--- src/rtl/ptt_pkg.sv ---
`timescale 1ns / 1ps
`default_nettype none

package ptt_pkg;

	localparam int unsigned RESULT_LIMIT = 16;
	localparam int unsigned RUN_CNT_W = $clog2(RESULT_LIMIT);

	localparam logic [1:0] CMD_SET   = 2'd0;
	localparam logic [1:0] CMD_KILL  = 2'd1;
	localparam logic [1:0] CMD_QUERY = 2'd2;
	localparam logic [1:0] CMD_TICK  = 2'd3;

	localparam logic [1:0] KIND_SET   = 2'd0;
	localparam logic [1:0] KIND_KILL  = 2'd1;
	localparam logic [1:0] KIND_QUERY = 2'd2;
	localparam logic [1:0] KIND_FIRED = 2'd3;

	typedef struct packed {
		logic        valid;
		logic [31:0] key;
		logic [31:0] period;
		logic [31:0] count;
	} ptt_entry_t;

	// broadcast to every cell; at most one of upd, ins, del, tick, shift is set
	typedef struct packed {
		logic        upd;
		logic        ins;
		logic        del;
		logic        tick;
		logic        shift;
		logic [31:0] id;
		logic [31:0] ticks;
	} ptt_ctl_t;

endpackage

`default_nettype wire

--- src/rtl/ptt_div.sv ---
`timescale 1ns / 1ps
`default_nettype none

module ptt_div import ptt_pkg::*; #(
	parameter int unsigned TICK_MS = 10
) (
	input  wire logic        clk,
	input  wire logic        arst_n,
	input  wire logic        start,
	input  wire logic [31:0] dividend,
	output logic             done,
	output logic [31:0]      quotient
);

	// x / TICK_MS = (t + ((x - t) >> SH1)) >> SH2, with t = (x * MAGIC) >> 32
	localparam int unsigned LOG_D = $clog2(TICK_MS);
	localparam int unsigned SH1   = (LOG_D > 0) ? 1 : 0;
	localparam int unsigned SH2   = (LOG_D > 0) ? LOG_D - 1 : 0;
	localparam logic [63:0] MAGIC_W =
		(((64'd1 << LOG_D) - 64'(TICK_MS)) << 32) / 64'(TICK_MS) + 64'd1;
	localparam logic [31:0] MAGIC = MAGIC_W[31:0];

	logic [1:0]  cnt_q;
	logic [31:0] x_q;
	logic [31:0] t_q;
	logic [31:0] quo_q;
	logic [63:0] prod;
	logic [31:0] diff;
	logic [31:0] sum;

	assign prod = x_q * MAGIC;
	assign diff = x_q - t_q;
	assign sum  = t_q + (diff >> SH1);

	always_ff @(posedge clk or negedge arst_n) begin
		if (!arst_n) begin
			cnt_q <= '0;
		end else if (start) begin
			cnt_q <= 2'd2;
		end else if (cnt_q != '0) begin
			cnt_q <= cnt_q - 2'd1;
		end
	end

	always_ff @(posedge clk) begin
		if (start) begin
			x_q <= dividend;
		end
		if (cnt_q == 2'd2) begin
			t_q <= prod[63:32];
		end
		if (cnt_q == 2'd1) begin
			quo_q <= sum >> SH2;
		end
	end

	assign done     = cnt_q == '0;
	assign quotient = quo_q;

endmodule

`default_nettype wire

--- config.mk ---
export PLATFORM = sky130hd
export DESIGN_NAME = ptt_div
export DESIGN_NICKNAME = d
export VERILOG_FILES = /design/src/rtl/ptt_pkg.sv /design/src/rtl/ptt_div.sv
export SDC_FILE = /design/constraint.sdc
export NUM_CORES = 1
export LEC_CHECK = 0
export BUFFER_PORTS_ARGS = -buffer_cell sky130_fd_sc_hd__buf_2
export CORE_UTILIZATION = 40
export DETAILED_ROUTE_END_ITERATION = 12
export HOLD_SLACK_MARGIN = 0.08
export PLACE_DENSITY_LB_ADDON = 0.3
export SYNTH_ARGS = -nofsm -noshare
export SYNTH_HDL_FRONTEND = slang
export SYNTH_SLANG_ARGS = --single-unit
--- constraint.sdc ---
create_clock -name clk -period 11.97 [get_ports clk]
set_input_delay 2.394 -clock clk [delete_from_list [all_inputs] [get_ports clk]]
set_output_delay 2.394 -clock clk [all_outputs]
set_load 0.01 [all_outputs]
Word-level counts from Yosys, hierarchy flattened
Cells that the tools add are included.
{"block": "classes", "n_mux": 2, "n_reduce_logical": 3, "multipliers": 1, "n_addsub": 3, "n_eq_ne": 2}
{"cell": "$mul 32x31->63 const B", "n": 1}
{"cell": "$add 32x31->32", "n": 1}
{"cell": "$sub 32x32->32", "n": 1}
{"cell": "$mux 2", "n": 2}
{"cell": "$reduce_bool 2->1", "n": 2}
{"cell": "$eq 2x1->1 const B", "n": 1}
{"cell": "$eq 2x2->1 const B", "n": 1}
{"cell": "$logic_not 2->1", "n": 1}
{"cell": "$sub 2x1->2 const B", "n": 1}
{"block": "word_totals", "register_bits": 95, "out_inout_bits": 33}

Logic depth before layout (Yosys ltp)
{"block": "logic_depth", "depth_word": 3, "ltp_mapped": 28}

Least setup slack after synthesis
No wires, ideal clock.
{"block": "synth_path", "kind": "register to register", "from": "reg x_q[18]", "to": "reg t_q[31], data pin", "setup_time_ns": 0.260, "path_stages_with_launch": 25, "required_time_ns": 11.710, "arrival_ns": 6.702, "slack_ns": 5.009, "cell_sequence": "edfxtp_1 -> ha_1 -> fa_1 -> fa_1 -> inv_1 -> fa_1 -> inv_1 -> fa_1 -> fa_1 -> fa_1 -> inv_1 -> fa_1 -> inv_1 -> ha_1 -> and3_1 -> and3_1 -> and4_1 -> nand3_1 -> a21o_1 -> a22oi_4 -> a41o_4 -> a31oi_4 -> o31ai_4 -> a21oi_2 -> xnor2_1"}
{"block": "synth_via", "elab_chain_cells": 1}
{"item": "from (decl)", "line": "ptt_div.sv:24", "source": "logic [31:0] x_q;"}
{"item": "from (signal assigned)", "line": "ptt_div.sv:47", "source": "x_q <= dividend;"}
{"item": "$mul 32x31->63", "line": "ptt_div.sv:31", "source": "assign prod = x_q * MAGIC;"}
{"item": "via prod[63]", "line": "ptt_div.sv:27", "source": "logic [63:0] prod;"}
{"item": "to (signal assigned)", "line": "ptt_div.sv:50", "source": "t_q <= prod[63:32];"}
{"item": "to (decl)", "line": "ptt_div.sv:25", "source": "logic [31:0] t_q;"}
The timed path passes the listed nets, and every way through them passes these cells.
A chain may end at the register's enable or synchronous reset.

Worst setup path in the final report
{"block": "layout_path", "from": "reg x_q[12]", "to": "reg t_q[26], data pin"}
The elaborated chain is that of the path after synthesis.

==> impl_metrics.csv <==
group,metric,value,unit
run_status,status,"complete, no violations",
worst_setup_path,cpLargestDelayFamily,"adder cells",
worst_setup_path,cp.arrival,8.47,ns
sta,hold_violations,0,
routing,wl_per_cell,21.8,um
hold_path,min_path_type,"reg2reg",
global_routing,grt_max_degree,35,
floorplan,ioPinCount,68,
run,drv_cap,0,
clock_tree,clkLatencyLatePin,0.37,ns
clock_tree,cts_made_buffers,9,
worst_setup_path,cpMostUsedCell,"fa_1",
synthesis,synthCells,1995,
worst_setup_path,max_stage_delay,0.80,ns
worst_setup_path,cp-endpoint,"t_q[26]",
global_routing,grt_pass1_vias,15718,
routing,drt_wl_total,60.0,mm
worst_setup_path,crit_fanout,7,
worst_setup_path,cp-start-kind,"flop",
worst_setup_path,cp_slowest_cell,"edfxtp_1",
synthesis,async_flop_share,2.11,%
sta,grt_setup_unrepaired,"no",
worst_setup_path,path_class,"reg2reg",
synthesis,syn-mean-instance-area,10.7,um^2
floorplan,die-area,0.0541,mm^2
sta,worst_slack,3.63,ns
cells_and_area,multi_input_area,0.0164,mm^2
clock_tree,cts.clk_slew.worst_paths,0.08,ns
sta,hold_ws,0.593,ns
synthesis,ys_ff_latch,95,
sta,relSlewSlack,30.6,%
routing,initialDrtViolationCount,764,
clock_tree,cts_buffer_depth,2,
routing,vias_per_cell,5.21,
sta,fin_setup_tns,0,ns
global_routing,grt_pass1_wl,92.9,mm
worst_setup_path,worstSetupPathDepth,21,
clock_tree,cts_tree,"yes",
worst_setup_path,endpoint_kind,"flop",
clock_tree,cts_resized,0,
floorplan,die-width,233,um
worst_setup_path,path_cells,"ha_1 > fa_1 > fa_1 > fa_1 > fa_1 > fa_1 > fa_1 > inv_1 > fa_1 > inv_1 > ha_1 > a21oi_1 > o211ai_1 > a221oi_1 > a211oi_1 > o2111ai_1 > nand2_1 > a31oi_2 > o21bai_1 > a311oi_1 > xnor2_1",
sta,skew,0.0187,ns
floorplan,initial_core_util,40.5,%
clock_tree,cts-root-buf,"clkbuf_16",
placement,dpl.cell_count,2743,
worst_setup_path,required,12.10,ns
floorplan,num_rows,84,
global_routing,overflow,0,
synthesis,ys_seq_area_share,13.4,%
sta,timing.final.crit_period,8.34,ns
sta,period_share,69.7,%
sta,slew_viol_final,0,
cells_and_area,final_common_cell,"inv_1",
cells_and_area,synthToLayoutAreaGrowth,7.00,%
floorplan,core-area,0.0526,mm^2
global_routing,grt_usage,23.2,%
placement,hpwl,52.4,mm
synthesis,yosys_most_used_dff,"edfxtp_1",
worst_setup_path,r2r-end,"t_q[26]",
cells_and_area,layout_common_cells,"inv_1, fa_1, ha_1",
routing,vias,14383,
worst_setup_path,r2r_start,"x_q[12]",
routing,drtPass1Iterations,5,
global_routing,antenna_found_initial,0,
cells_and_area,final_cells,2760,
worst_setup_path,worstRegToRegCells,21,
worst_setup_path,startpoint,"x_q[12]",
clock_tree,clock_sink_count,95,
cells_and_area,final_nets,2871,
sta,clock.fmax,120,MHz
routing,route.detailed.drc,0,
cells_and_area,fillers,5043,
placement,numPortBuffers,64,
cells_and_area,register_area,0.00284,mm^2
cells_and_area,drive_gt1_share,5.07,%
placement,gp_congestion,1.00,
clock_tree,holdBufCountCts,0,
routing,ant_nets,0,
worst_setup_path,ff2ff_setup_slack,3.63,ns
clock_tree,cts_max_level,3,
sta,setup_viol,0,
clock_tree,cts_setup_buffers,0,
synthesis,synth-edff-count,93,
floorplan,die-height,233,um
worst_setup_path,worst-path-buf-inv,2,
placement,pre_cts_ws,3.69,ns
synthesis,yosysUniqueCellTypes,72,
synthesis,yosysWarnings,0,
synthesis,syn_area,0.0213,mm^2
sta,tightest_slew,1.04,ns
layout make-up:
type	instances	share of cell area, %
antenna	1	0.0110
clock buffer	9	0.990
clock inverter	7	0.418
inverter	528	8.71
multi-input combinational	1365	72.1
sequential	95	12.5
tap	688	3.78
timing repair buffer	67	1.51
flip-flops by register name, summed over array words and instances, names as in the netlist:
signal and flops:
t_q 32, cnt_q 2, quotient 29, x_q 32
metrics by stage:
step | instance area (um^2) | util (%)
3_5_place_dp | 22400 | 42.7
6_report | 22800 | 43.3
4_1_cts | 22700 | 43.3
5_1_grt | 22700 | 43.3
3_3_place_gp | 22400 | 42.7
2_1_floorplan | 21300 | -
synth_stat cells, types with 4 or more instances:
master      n  area (um^2)
o21a_1     14          105
clkbuf_1    5         18.8
nand3_1    24          120
o21bai_1   15          113
ha_1      383         4790
nand2_1    45          169
nor2_1     55          206
and4_1      6         52.6
a31oi_1     7         43.8
nor2b_1    15         93.8
nand2b_1   10         62.6
and3_1     10         62.6
o21ai_1     4         20.0
a21oi_1    91          455
nor3_1      5         25.0
and2_1      5         31.3
o31ai_1     4         30.0
inv_1     528         1980
xor2_1     36          315
a21o_1     64          480
xnor2_1    56          490
fa_1      387         7750
edfxtp_1   93         2790
a211oi_1    5         37.5
o21ai_0    42          210
o211ai_1    4         30.0
nand4_1    14         87.6
worst min-delay path by stage:
stage	from	end	cells past startpoint
2_1_floorplan	cnt_q[0]	cnt_q[0]	2
3_3_place_gp	cnt_q[0]	cnt_q[0]	2
3_5_place_dp	cnt_q[0]	cnt_q[0]	2
4_1_cts	cnt_q[0]	cnt_q[0]	2
5_1_grt	cnt_q[0]	cnt_q[0]	2
6_report	cnt_q[0]	cnt_q[0]	2
worst reg2reg max path, delay by kind of cell, from the launching register on:
family / cells / cell delay, ns
compound gates: 8 / 2.54
fa+ha+maj: 9 / 4.44
simple gates: 1 / 0.13
flops: 1 / 0.80
xor+xnor: 1 / 0.10
buf+inv: 2 / 0.09
cells by family after synthesis:
| kind of cell | Yosys count | share of synthesized area [%] |
|---|---|---|
| AND/OR/NAND/NOR | 202 | 4.76 |
| buffers and inverters | 537 | 9.54 |
| flip-flops | 95 | 13.4 |
| XOR/XNOR | 92 | 3.79 |
| adder cells (fa/ha/maj) | 770 | 59.0 |
| AO/OA/AOI/OAI | 296 | 9.46 |
| multiplexers | 2 | 0.0941 |
| other | 1 | 0.0176 |
metal layers:
| layer | routed length, um | share of wire (%) | GRT usage, % |
|---|---|---|---|
| met5 | 0 | 0 | 0 |
| met4 | 2430 | 4.0 | 8.62 |
| met3 | 2770 | 4.6 | 3.08 |
| met2 | 29100 | 48 | 39.5 |
| met1 | 25700 | 43 | 29.9 |
Power is not shown: default switching activity piles up to over one toggle a cycle in this logic, so the estimate is an artifact.
