## config.mk

```make
export PLATFORM = sky130hd
export DESIGN_NAME = ptt_cell
export DESIGN_NICKNAME = d
export VERILOG_FILES = /design/src/rtl/ptt_pkg.sv /design/src/rtl/ptt_cell.sv
export SDC_FILE = /design/constraint.sdc
export NUM_CORES = 1
export LEC_CHECK = 0
export ABC_AREA = 0
export BUFFER_PORTS_ARGS = -buffer_cell sky130_fd_sc_hd__buf_2
export CAP_MARGIN = 40
export CORE_AREA = 2 2 168 170
export DETAILED_ROUTE_END_ITERATION = 6
export DIE_AREA = 0 0 170 172
export REMOVE_ABC_BUFFERS = 1
export SKIP_CTS_REPAIR_TIMING = 1
export SYNTH_ARGS = -nofsm -noshare
export SYNTH_HDL_FRONTEND = slang
export SYNTH_SLANG_ARGS = --single-unit
```

## constraint.sdc

```tcl
create_clock -name clk -period 5.3 [get_ports clk]
set_input_delay 0.53 -clock clk [delete_from_list [all_inputs] [get_ports clk]]
set_output_delay 0.53 -clock clk [all_outputs]
set_load 0.01 [all_outputs]
```

## src/rtl/ptt_pkg.sv

```systemverilog
`timescale 1ns / 1ps
`default_nettype none

package ptt_pkg;

	localparam int unsigned RESULT_LIMIT = 16;
	localparam int unsigned RUN_CNT_W = $clog2(RESULT_LIMIT);

	localparam logic [1:0] CMD_SET   = 2'd0;
	localparam logic [1:0] CMD_KILL  = 2'd1;
	localparam logic [1:0] CMD_QUERY = 2'd2;
	localparam logic [1:0] CMD_TICK  = 2'd3;

	localparam logic [1:0] KIND_SET   = 2'd0;
	localparam logic [1:0] KIND_KILL  = 2'd1;
	localparam logic [1:0] KIND_QUERY = 2'd2;
	localparam logic [1:0] KIND_FIRED = 2'd3;

	typedef struct packed {
		logic        valid;
		logic [31:0] key;
		logic [31:0] period;
		logic [31:0] count;
	} ptt_entry_t;

	// broadcast to every cell; at most one of upd, ins, del, tick, shift is set
	typedef struct packed {
		logic        upd;
		logic        ins;
		logic        del;
		logic        tick;
		logic        shift;
		logic [31:0] id;
		logic [31:0] ticks;
	} ptt_ctl_t;

endpackage

`default_nettype wire

```

## src/rtl/ptt_cell.sv

```systemverilog
`timescale 1ns / 1ps
`default_nettype none

module ptt_cell import ptt_pkg::*; (
	input  wire logic        clk,
	input  wire logic        arst_n,
	input  wire ptt_ctl_t    ctl,
	input  wire ptt_entry_t  left_ent,
	input  wire logic        left_gt,
	input  wire ptt_entry_t  right_ent,
	input  wire logic        right_due,
	input  wire logic [31:0] right_key,
	output ptt_entry_t       ent,
	output logic             gt,
	output logic             match,
	output logic             due,
	output logic [31:0]      due_key
);

	logic        valid_q;
	logic [31:0] key_q;
	logic [31:0] period_q;
	logic [31:0] count_q;
	ptt_entry_t  ent_nxt;
	logic        due_q;
	logic [31:0] due_key_q;

	assign ent   = '{valid: valid_q, key: key_q, period: period_q, count: count_q};
	assign match = valid_q && (key_q == ctl.id);
	assign gt    = !valid_q || (key_q > ctl.id);

	always_comb begin
		ent_nxt = ent;
		if (ctl.upd && match) begin
			ent_nxt.period = ctl.ticks;
			ent_nxt.count  = ctl.ticks;
		end
		if (ctl.ins && gt) begin
			if (left_gt) begin
				ent_nxt = left_ent;
			end else begin
				ent_nxt = '{valid: 1'b1, key: ctl.id, period: ctl.ticks, count: ctl.ticks};
			end
		end
		if (ctl.del && (gt || match)) begin
			ent_nxt = right_ent;
		end
		if (ctl.tick && valid_q) begin
			ent_nxt.count = (count_q <= 32'd1) ? period_q : count_q - 32'd1;
		end
	end

	always_ff @(posedge clk or negedge arst_n) begin
		if (!arst_n) begin
			valid_q <= 1'b0;
			due_q   <= 1'b0;
		end else begin
			valid_q <= ent_nxt.valid;
			if (ctl.tick) begin
				due_q <= valid_q && (count_q <= 32'd1);
			end else if (ctl.shift) begin
				due_q <= right_due;
			end
		end
	end

	always_ff @(posedge clk) begin
		key_q    <= ent_nxt.key;
		period_q <= ent_nxt.period;
		count_q  <= ent_nxt.count;
		if (ctl.tick) begin
			due_key_q <= key_q;
		end else if (ctl.shift) begin
			due_key_q <= right_key;
		end
	end

	assign due     = due_q;
	assign due_key = due_key_q;

endmodule

`default_nettype wire

```

# Word-level counts from Yosys, hierarchy flattened
# Cells that the tools add are included.
[word_totals] n_memories=0 reg_bits=130 mem_bits_ro=0 in_bits=299 output_inout_bits=132 word_cells=33 ram_bits=0 latchBits=0
[op_classes] reduce_logical=13 mul=0 bitwise_logic=0 shifts=0 n_mux=10 addsub=1 eq_ne=1 div_mod_pow=0 n_lt_le_gt_ge=2
[op_table] cell="97-bit 2-to-1 mux" n=3
[op_table] cell="32-bit 2-to-1 mux" n=4
[op_table] cell="64-bit 2-to-1 mux" n=1
[op_table] cell="32-bit == test" n=1
[op_table] cell="32-bit greater-than comparator" n=1
[op_table] cell="32-bit by 1-bit <= comparator with 1-bit output, second input constant" n=1
[op_table] cell="32-bit by 1-bit subtractor with 32-bit output, second input constant" n=1
[op_table] cell="1-bit logical AND" n=6
[op_table] cell="2-bit nonzero test" n=2
[op_table] cell="4-bit nonzero test" n=1
[op_table] cell="3-bit nonzero test" n=1
[op_table] cell="1-bit logical OR" n=2
[op_table] cell="1-bit 2-to-1 mux" n=2
[op_table] cell="1-bit logical NOT" n=1

# Depth between registers and ports, before layout
# Gate-level depths: netlist of run 1.
[logic_depth] word_depth=7 depth_mapped=12 ltp_nobuf=9

# Worst setup path after synthesis of run 1
# No wires, ideal clock.
[synth_timing] path_kind="input to register" from="input port ctl[47] in the netlist's numbering" to="register count_q[0] (enable)" stages=9 path_slack_ns=0.534 setup_ns=0.394 n_path_buf=0 required_time_ns=4.906 arrival_time_ns=4.372 path_cell_list="inv_1 -> ha_1 -> nand3_1 -> nor4_1 -> a21boi_0 -> o31a_1 -> o32a_1 -> a21o_1 -> nand2b_1"
[synth_between] elab_chain_cells=5 word_cells_on_any_way=9 classes_between="order compare: 1; eq/ne: 1; reduce/logical: 7"
[synth_lines] element="start: declaration" line_no="ptt_cell.sv:7" source="input wire ptt_ctl_t ctl,"
[synth_lines] element="32-bit greater-than comparator / 32-bit == test (equally long branches)" line_no="ptt_cell.sv:30, ptt_cell.sv:29"
[synth_lines] element="1-bit logical OR / 1-bit logical AND (equally long branches)" line_no="ptt_cell.sv:30, ptt_cell.sv:29"
[synth_lines] element="1-bit logical OR" line_no="ptt_cell.sv:45" source="if (ctl.del && (gt || match)) begin"
[synth_lines] element="1-bit logical AND" line_no="ptt_cell.sv:45"
[synth_lines] element="4-bit nonzero test (no line) *"
[synth_lines] element="end signal: assignment" line_no="ptt_cell.sv:70" source="count_q <= ent_nxt.count;"
[synth_lines] element="end: declaration" line_no="ptt_cell.sv:23" source="logic [31:0] count_q;"
# Every way passes the cells marked *; elsewhere a longest branch is shown, timed or not.
# A chain may end at the register's enable or synchronous reset.

==> results of run 1 <==
## critical path: cells and delay by family (launching register included)
family                     cells  cell delay (ps)
adders and majority gates      1              330
DFF                            1              440
and+or+nand+nor                2              740
AOI/OAI and AO/OA              5             1450
buffers and inverters          1              380
## area by class of cell
type	instances	area, um2	share of cell area
sequential	130	3890	0.343
multi-input combinational	616	3980	0.350
timing repair buffer	449	2350	0.207
clock inverter	13	113	0.00992
clock buffer	18	429	0.0378
tap	346	433	0.0381
inverter	38	143	0.0126
antenna	3	7.51	0.000662
## metrics by stage
stage                     utilization  hold slack (ps)  power (mW)  cells
final                           0.413              354        5.50   1613
after global routing            0.413              337        5.87   1613
after CTS                       0.412             -134        5.56   1609
after detailed placement        0.393              317        4.42   1578
after global placement          0.390              316        4.36   1575
after floorplan                     -              234        3.27    784
## flip-flops by register name, indices dropped and copies added, names as in the netlist
signal    flops
due_key      32
valid_q       1
key_q        32
count_q      32
due           1
period_q     32
## layer usage
metal | vias to the layer above | wire (um) | global-route usage
li1 | 3975 | - | -
met1 | 3890 | 12800 | 0.246
met2 | 363 | 16400 | 0.383
met3 | 35 | 2370 | 0.0513
met4 | 0 | 544 | 0.0713
met5 | - | 0 | 0
## worst min-delay path by stage
| stage | from | end | slack [ps] |
|---|---|---|---|
| final | right_ent[96] | valid_q | 350 |
| after CTS | arst_n | due | -130 |
| after detailed placement | arst_n | valid_q | 320 |
| after global placement | arst_n | due | 320 |
| after floorplan | arst_n | due | 230 |
| after global routing | right_ent[96] | valid_q | 340 |
## cells by family after synthesis
logic type               after synthesis  share of synthesized area
AND/OR/NAND/NOR                      295                      0.162
multiplexers                          66                     0.0854
XOR/XNOR                              18                     0.0192
flip-flops                           130                      0.475
AO/OA/AOI/OAI                        203                      0.161
buffers and inverters                 95                     0.0456
adder cells (fa/ha/maj)               34                     0.0518
## cells in the final DEF (no fill, tap or decap), types with 4 or more instances in the layout
master,n
o21a_1,4
o31ai_1,11
clkinv_2,4
a311oi_1,13
or3_1,6
a21oi_1,32
nand2_1,146
nor4_1,13
or2_2,5
xnor2_1,13
o211ai_1,7
mux2_2,32
nand4_1,8
nor2_1,55
clkbuf_16,17
a211oi_1,11
a31oi_1,47
o21ai_0,45
edfxtp_1,128
inv_1,38
buf_2,430
a2bb2oi_1,4
xor2_1,5
nand3_1,9
nor3_1,27
mux2i_1,34
or4_1,7
ha_1,34
buf_4,14
## power by group
group / switching [mW] / total, mW / internal, mW / leakage, nW
clock: 0.476 / 1.12 / 0.643 / 0.264
sequential: 0.380 / 2.13 / 1.75 / 1.31
combinational: 1.35 / 2.25 / 0.896 / 3.45
==> metrics.txt, run 1 <==
cell at the root of the clock tree=clkbuf_16; Worst Slack Setup Final=1760 ps; worst reg2reg path startpoint=key_q[14]; worst vdd rail ir drop=0.203 mV; Sink Count=130; proportion of synthesized chip area in sequential cells=0.475; iteration count of the initial detailed-routing pass=5; global-route wire length before repair=46500 um; total die area=0.0292 mm2; Final #Nets=1585; top cells by count, synth=nand2_1 (146), edfxtp_1 (128), nor2_1 (56), a31oi_1 (47), clkbuf_1 (46); Arr. time, crit path=3770 ps; maximum clock frequency=282 MHz; top cell type by total area after synthesis=edfxtp_1; post-route antenna net violation count=0; largest fanout of any net on the critical path=17; layout cells sized above 1=0.419; num ports=431; share of synthesized flip-flops with an asynchronous set or reset=0.0154; slew at the pin closest to its max-slew limit=743 ps; Hold Path Class=in2reg; critical path required time=5530 ps; area grow syn2layout=38.3%; Die W=170 um; cell leakage power=5.03 nW; synth unique cells=56; die boundary height=172 um; cells traversed along the worst timing path=ha_1 -> nand3_1 -> nor4_1 -> a21boi_0 -> o31a_1 -> o31a_2 -> buf_4 -> a211oi_1 -> a211oi_1; Row Count=61; outcome=complete, no violations; initial antenna violation count=3; Avg Synthesized Cell Area=9.76 um2; library cell appearing most often on the critical path=a211oi_1; H-Tree Level Count=4; clock buffers created by TritonCTS=17; Netlist Area Pre-Place=0.00821 mm2; stage delay of the slowest cell on the critical path=620 ps; Critical Path End=count_q[8]; portion of the clock cycle consumed by the worst path in the final layout=0.668; end of the worst register-to-register path=count_q[8]; Final Hold Violating Endpoints=0; startpoint kind of the worst setup timing path=flip-flop; cell count of the worst reg-to-reg path=9; placeable core area=0.0275 mm2; Placed Area=0.0108 mm2; average wire per cell in the routed design=19.9 um; worst hold stages=3; final setup fails=0; leading cell type by number of instances after synthesis=nand2_1; pre-CTS worst setup slack=1510 ps; Worst Skew=16.6 ps; count of max-cap constraint violations=0; synthesis-stage register bit count=130; Detailed Place HPWL=24600 um; clock period minus worst slack=3540 ps; max-slew headroom at the worst pin=0.500; number of global-route vias before repair=8061; number of DRC violations after detailed routing=0; total global routing track utilization=0.212; placer congestion estimate=0.848; Worst Setup Path Type=reg2reg; maximum number of pins on one net before global-route repair=94; post-route setup TNS=0 ps; worst-skew pair later-pin latency=420 ps; Longest Clk Path Bufs=2; crit path from=key_q[14]; CTS tree=done; number of enable-type register cells in the synthesized netlist=128; instance count of the mapped netlist=841; post-DR vias/cell=5.12; effective utilization at floorplan=0.299; register clock-pin slew on the reported worst setup and hold paths=60 ps; DRC violation total after the first TritonRoute iteration=442; RSZ-0062 raised after global routing=no; post-detailed-routing wire length=32100 um; overall via count from detail_route=8263; R2R Setup Slk=1760 ps; Slew Limit Fails=0; number of filler instances in the final layout=2758; share of Yosys cell area claimed by the top area cell type=0.468; number of warnings issued by yosys=0; input/output buffers=430; prevailing post-synth register cell=edfxtp_1; total congestion overflow=0; highest-delay cell along the critical path=nor4_1; crit path capture type=flip-flop; final non-filler cell area=0.0113 mm2; dominant cells by area after synthesis=edfxtp_1 (47%), nand2_1 (6.7%), ha_1 (5.2%); PD cells=484 mW/mm2
(Power assumes the default switching activity.)
==> inputs of run 2 (changes only) <==
ABC_AREA = 1   (was 0)
CORE_AREA = 2 2 167 169   (was 2 2 168 170)
DIE_AREA = 0 0 169 171   (was 0 0 170 172)
clock period = 3.5 ns   (was 5.3 ns; I/O delays follow)
==> metrics.txt, run 2 <==
num ports=431 (unchanged); pre-CTS worst setup slack=473 ps (-1040 ps); Final Hold Violating Endpoints=0 (unchanged); synthesis-stage register bit count=130 (unchanged); average wire per cell in the routed design=18.3 um (-8.0%); clock buffers created by TritonCTS=17 (unchanged); layout cells sized above 1=0.285 (-0.135); Final #Nets=2109 (+33%); number of filler instances in the final layout=2832 (+2.7%); maximum number of pins on one net before global-route repair=67 (-29%); R2R Setup Slk=540 ps (-1220 ps); Avg Synthesized Cell Area=7.05 um2 (-28%); top cells by count, synth=nand2_1 (569), inv_1 (139), edfxtp_1 (128), o21ai_0 (96), nand3_1 (91); Worst Skew=14.1 ps (-2.54 ps); internal power=5.05 mW (+54%); global-route wire length before repair=58200 um (+25%); share of synthesized flip-flops with an asynchronous set or reset=0.0154 (unchanged); cell leakage power=6.89 nW (+37%); PD cells=677 mW/mm2 (+40%); Slew Limit Fails=0 (unchanged); CTS tree=done; Comb power frac=0.424 (+0.015); overall via count from detail_route=10766 (+30%); iteration count of the initial detailed-routing pass=5 (unchanged); leading cell type in the layout, fill and taps excluded=nand2_1; relative contribution of sequential cells to total power=0.353 (-0.034); input/output buffers=430 (unchanged); number of enable-type register cells in the synthesized netlist=128 (unchanged); clock period minus worst slack=3100 ps; Detailed Place HPWL=29800 um (+21%); source of the worst hold timing path=left_ent[96]; worst-skew pair later-pin latency=420 ps (about the same); crit path capture type=output port; H-Tree Level Count=4 (unchanged); DRC violation total after the first TritonRoute iteration=803 (+82%); Row Count=61 (unchanged); Longest Clk Path Bufs=2 (unchanged); register clock-pin slew on the reported worst setup and hold paths=60 ps (about the same); area grow syn2layout=33.0%; leading cell type by number of instances after synthesis=nand2_1; Sink Count=130 (unchanged); end of the worst register-to-register path=key_q[11]; crit path from=key_q[23]; Placed Area=0.0123 mm2 (+14%); smallest hold slack=167 ps (-187 ps); post-route antenna net violation count=0 (unchanged); Worst Slack Setup Final=402 ps (-1360 ps); final non-filler cell area=0.0129 mm2 (+14%); sequential cell area=0.00389 mm2 (unchanged); prevailing post-synth register cell=edfxtp_1; total global routing track utilization=0.264 (+0.0525); instance count of the mapped netlist=1376 (+64%); proportion of synthesized chip area in sequential cells=0.401 (-0.0734); cell at the root of the clock tree=clkbuf_16; most frequent cells in the layout=nand2_1 (568), buf_2 (430), inv_1 (137); switching component of the power=3.68 mW (+67%); slew at the pin closest to its max-slew limit=773 ps (+30.0 ps); startpoint kind of the worst setup timing path=flip-flop; post-detailed-routing wire length=39200 um (+22%); max-slew headroom at the worst pin=0.484 (-0.0167); dominant cells by area after synthesis=edfxtp_1 (40%), nand2_1 (22%), inv_1 (5.4%); RSZ-0062 raised after global routing=no; share of the core filled with cells in the final layout=0.472 (+0.0595); Die W=169 um (-0.59%); largest fanout of any net on the critical path=33 (+16); Arr. time, crit path=2750 ps (-1020 ps); effective utilization at floorplan=0.355 (+0.0566); synth unique cells=43 (-23%); die boundary height=171 um (-0.58%); Worst Setup Path Type=reg2out; critical path required time=3150 ps (-2380 ps); top cell type by total area after synthesis=edfxtp_1; initial antenna violation count=5 (+2); placeable core area=0.0273 mm2 (-0.56%); final setup fails=0 (unchanged); total congestion overflow=0 (unchanged); portion of the clock cycle consumed by the worst path in the final layout=0.885; multi-input combinational cell area=0.00493 mm2 (+24%); total die area=0.0289 mm2 (-1.2%); Worst Hold Path EP=valid_q; maximum clock frequency=323 MHz; worst reg2reg path startpoint=key_q[7]; count of max-cap constraint violations=0 (unchanged); clock network fraction of total power=0.222 (+0.018); cell count of the worst reg-to-reg path=12 (+3); number of DRC violations after detailed routing=0 (unchanged); Hold Path Class=in2reg; placer congestion estimate=0.904 (+6.6%); Netlist Area Pre-Place=0.00971 mm2 (+18%); post-DR vias/cell=5.03 (-1.8%); outcome=complete, no violations; number of warnings issued by yosys=0 (unchanged); share of Yosys cell area claimed by the top area cell type=0.396 (-0.0725); worst hold stages=3 (unchanged); switching fraction of total power=0.421 (+0.0192); number of global-route vias before repair=10097 (+25%); worst vdd rail ir drop=0.322 mV (+59%)
==> run 2: cell count changes after synthesis, moves of 23 or more <==
| cell | previous run | this run |
|---|---|---|
| a21boi_0 | 1 | 32 |
| a31oi_1 | 47 | 2 |
| inv_1 | 38 | 139 |
| mux2_2 | 32 | 0 |
| mux2i_1 | 34 | 1 |
| nand2_1 | 146 | 569 |
| nand3_1 | 9 | 91 |
| nand4_1 | 8 | 38 |
| nor3_1 | 27 | 4 |
| o21ai_0 | 45 | 96 |
| o21ai_1 | 2 | 25 |
==> run 2: worst max-delay path by stage <==
| stage | endpoint | cells past startpoint |
|---|---|---|
| final | gt | 11 |
| after global routing | gt | 11 |
| after CTS | gt | 11 |
| after detailed placement | key_q[11] | 14 |
| after global placement | key_q[12] | 16 |
| after floorplan | count_q[0] | 11 |
==> run 2: metal layers <==
layer | global-route usage | part of all wire | up-vias
met5 | 0 | 0 | -
met4 | 0.0836 | 0.022 | 0
met3 | 0.0560 | 0.070 | 49
met2 | 0.442 | 0.48 | 413
met1 | 0.344 | 0.43 | 4970
li1 | - | - | 5334
==> run 2: cell type report <==
cell class,count,area share
multi-input combinational,1026,0.382
sequential,130,0.302
timing repair buffer,458,0.191
inverter,143,0.0417
tap,346,0.0335
clock buffer,18,0.0332
clock inverter,14,0.0157
antenna,5,0.000969
==> run 2: logic make-up after synthesis <==
kind of cell	after synthesis	share of synthesized area
multiplexers	1	0.00103
adder cells (fa/ha/maj)	34	0.0438
AO/OA/AOI/OAI	201	0.120
XOR/XNOR	11	0.00993
AND/OR/NAND/NOR	779	0.334
buffers and inverters	220	0.0909
flip-flops	130	0.401
==> run 2: power by group through the flow <==
stage	Sequential, mW	Clock, mW	Combinational, mW
floorplan	3.22	0	1.78
global placement	3.09	0	3.65
detailed placement	3.11	0	3.70
CTS	3.08	1.98	3.72
global route	3.16	2.04	4.13
finish	3.09	1.94	3.71
==> run 2: worst max-delay path, stage by stage (launching register included) <==
cell	delay, ps
edfxtp_1	430
ha_1	330
nand2_1	80
nor2_2	190
nand4_1	100
nor2_1	230
nand2_1	160
nand2_2	100
buf_4	400
nand2_1	90
inv_1	70
buf_2	130
==> run 2: metrics by stage <==
stage          instances  total power [mW]  setup TNS, ps
2_1_floorplan       1299              5.00        -142550
3_3_place_gp        2099              6.74              0
3_5_place_dp        2102              6.81              0
4_1_cts             2134              8.78              0
5_1_grt             2139              9.33              0
6_report            2140              8.74              0
==> inputs of run 3 (changes only) <==
CTS_CLUSTER_SIZE = 12   (was default)
GPL_TIMING_DRIVEN = 0   (was default)
PLACE_DENSITY_LB_ADDON = 0.12   (was default)
==> metrics.txt, run 3 (same netlist as run 2, synthesis figures left out) <==
outcome=complete, no violations; number of DRC violations after detailed routing=0 (unchanged); Hold Path Class=in2reg; final setup fails=0 (unchanged); Row Count=61 (unchanged); placeable core area=0.0273 mm2 (unchanged); number of global-route vias before repair=9697 (-4.0%); highest-delay cell along the critical path=edfxtp_1; Sink Count=130 (unchanged); DRC violation total after the first TritonRoute iteration=769 (-4.2%); Detailed Place HPWL=27600 um (-7.3%); Final #Nets=2109 (unchanged); startpoint kind of the worst setup timing path=flip-flop; multi-input combinational cell area=0.00507 mm2 (+2.8%); area grow syn2layout=36.7%; number of filler instances in the final layout=2886 (+1.9%); sequential cell area=0.00389 mm2 (unchanged); post-detailed-routing wire length=37400 um (-4.4%); max-slew headroom at the worst pin=0.305 (-0.178); post-route antenna net violation count=0 (unchanged); Placed Area=0.0123 mm2 (+0.64%); CTS tree=done; iteration count of the initial detailed-routing pass=5 (unchanged); most frequent cells in the layout=nand2_1 (564), buf_2 (430), inv_1 (137); layout cells sized above 1=0.287 (+0.00279); leading cell type in the layout, fill and taps excluded=nand2_1; worst vdd rail ir drop=0.289 mV (-10%); Arr. time, crit path=3410 ps (+660 ps); clock buffers created by TritonCTS=17 (unchanged); Final Hold Violating Endpoints=0 (unchanged); critical path required time=3610 ps (+460 ps); maximum number of pins on one net before global-route repair=64 (-4.5%); smallest hold slack=150 ps (-16.7 ps); crit path capture type=flip-flop; global-route wire length before repair=54600 um (-6.2%); Longest Clk Path Bufs=2 (unchanged); worst-skew pair later-pin latency=420 ps (about the same); initial antenna violation count=4 (-1); cell leakage power=7.03 nW (+2.0%); placer congestion estimate=0.834 (-7.7%); total die area=0.0289 mm2 (unchanged); PD cells=688 mW/mm2 (+1.7%); cell at the root of the clock tree=clkbuf_16; clock period minus worst slack=3300 ps (+205 ps); input/output buffers=430 (unchanged); slew at the pin closest to its max-slew limit=1040 ps (+269 ps); post-DR vias/cell=4.96 (-1.4%); average wire per cell in the routed design=17.5 um (-4.4%); total congestion overflow=0 (unchanged); overall via count from detail_route=10611 (-1.4%); register clock-pin slew on the reported worst setup and hold paths=60 ps (about the same); num ports=431 (unchanged); cells traversed along the worst timing path=ha_1 -> nand2_1 -> nor2_2 -> nand4_1 -> nor2_2 -> nand2_2 -> nand2_8 -> buf_16 -> nand3_4 -> nand2_8 -> buf_16 -> a21oi_4 -> nand2_4 -> buf_12; effective utilization at floorplan=0.355 (unchanged); stage delay of the slowest cell on the critical path=410 ps (-20 ps); Slew Limit Fails=0 (unchanged); largest fanout of any net on the critical path=27 (-18%); Die W=169 um (unchanged); count of max-cap constraint violations=0 (unchanged); die boundary height=171 um (unchanged); final non-filler cell area=0.0133 mm2 (+2.8%); maximum clock frequency=303 MHz (-6.2%); Worst Skew=13.2 ps (-0.949 ps); H-Tree Level Count=4 (unchanged); portion of the clock cycle consumed by the worst path in the final layout=0.944 (+0.0586); Worst Setup Path Type=reg2reg; total global routing track utilization=0.247 (-0.0173)
==> run 3: cell count changes in the layout (fill, tap and decap cells not counted), moves of 3 or more <==
cell       change
buf_16         +7
buf_4         -14
bufinv_16      +4
inv_4          +3
nand2_1        -4
nand2_4        +3
nand2_8        +3
==> run 3: worst paths after layout <==
check	start	to	slack [ps]	depth (start not counted)
min in group asynchronous	arst_n	due	280	2
worst max register to register	key_q[23]	count_q[19]	200	14
max in group asynchronous	arst_n	valid_q	3130	2
worst min register to register	due	due	530	2
worst min-delay path	right_ent[96]	valid_q	150	3
worst max-delay path	key_q[23]	count_q[19]	200	14
==> run 3: report_power, final <==
group	total (mW)	switching, mW	internal, mW	leakage [nW]
registers	3.04	0.511	2.53	1.34
logic	3.94	2.48	1.46	5.36
clock network	2.15	0.734	1.41	0.329
==> run 3: area by class of cell <==
type	count	area share
Clock inverter	13	0.0193
Antenna cell	4	0.000754
Inverter	143	0.0430
Clock buffer	19	0.0326
Timing Repair inverter	1	0.000660
Sequential cell	130	0.293
Multi-Input combinational cell	1029	0.382
Tap cell	346	0.0326
Timing Repair Buffer	454	0.195
==> run 3: layer usage <==
metal / track usage / part of all wire / up-vias
li1: - / - / 5339
met1: 0.330 / 0.44 / 4801
met2: 0.408 / 0.46 / 418
met3: 0.0396 / 0.068 / 53
met4: 0.0847 / 0.025 / 0
met5: 0 / 0 / -
==> run 3: worst max-delay path: cells and delay by family, from the launching register on <==
family / cells / cell delay [ps]
compound gates: 1 / 100
fa+ha+maj: 1 / 310
buf+inv: 3 / 600
flops: 1 / 410
simple gates: 9 / 1500
==> run 3: stage by stage <==
step	cells	setup slack (ps)	setup TNS, ps	power [mW]	utilization
after global routing	2139	-23.0	-363	9.76	0.486
after detailed placement	2092	-1900	-249240	6.83	0.451
after global placement	2075	-4680	-666680	6.63	0.437
after floorplan	1299	-1500	-142550	5.00	-
after CTS	2124	-1870	-243040	9.00	0.477
final	2139	197	0	9.13	0.486
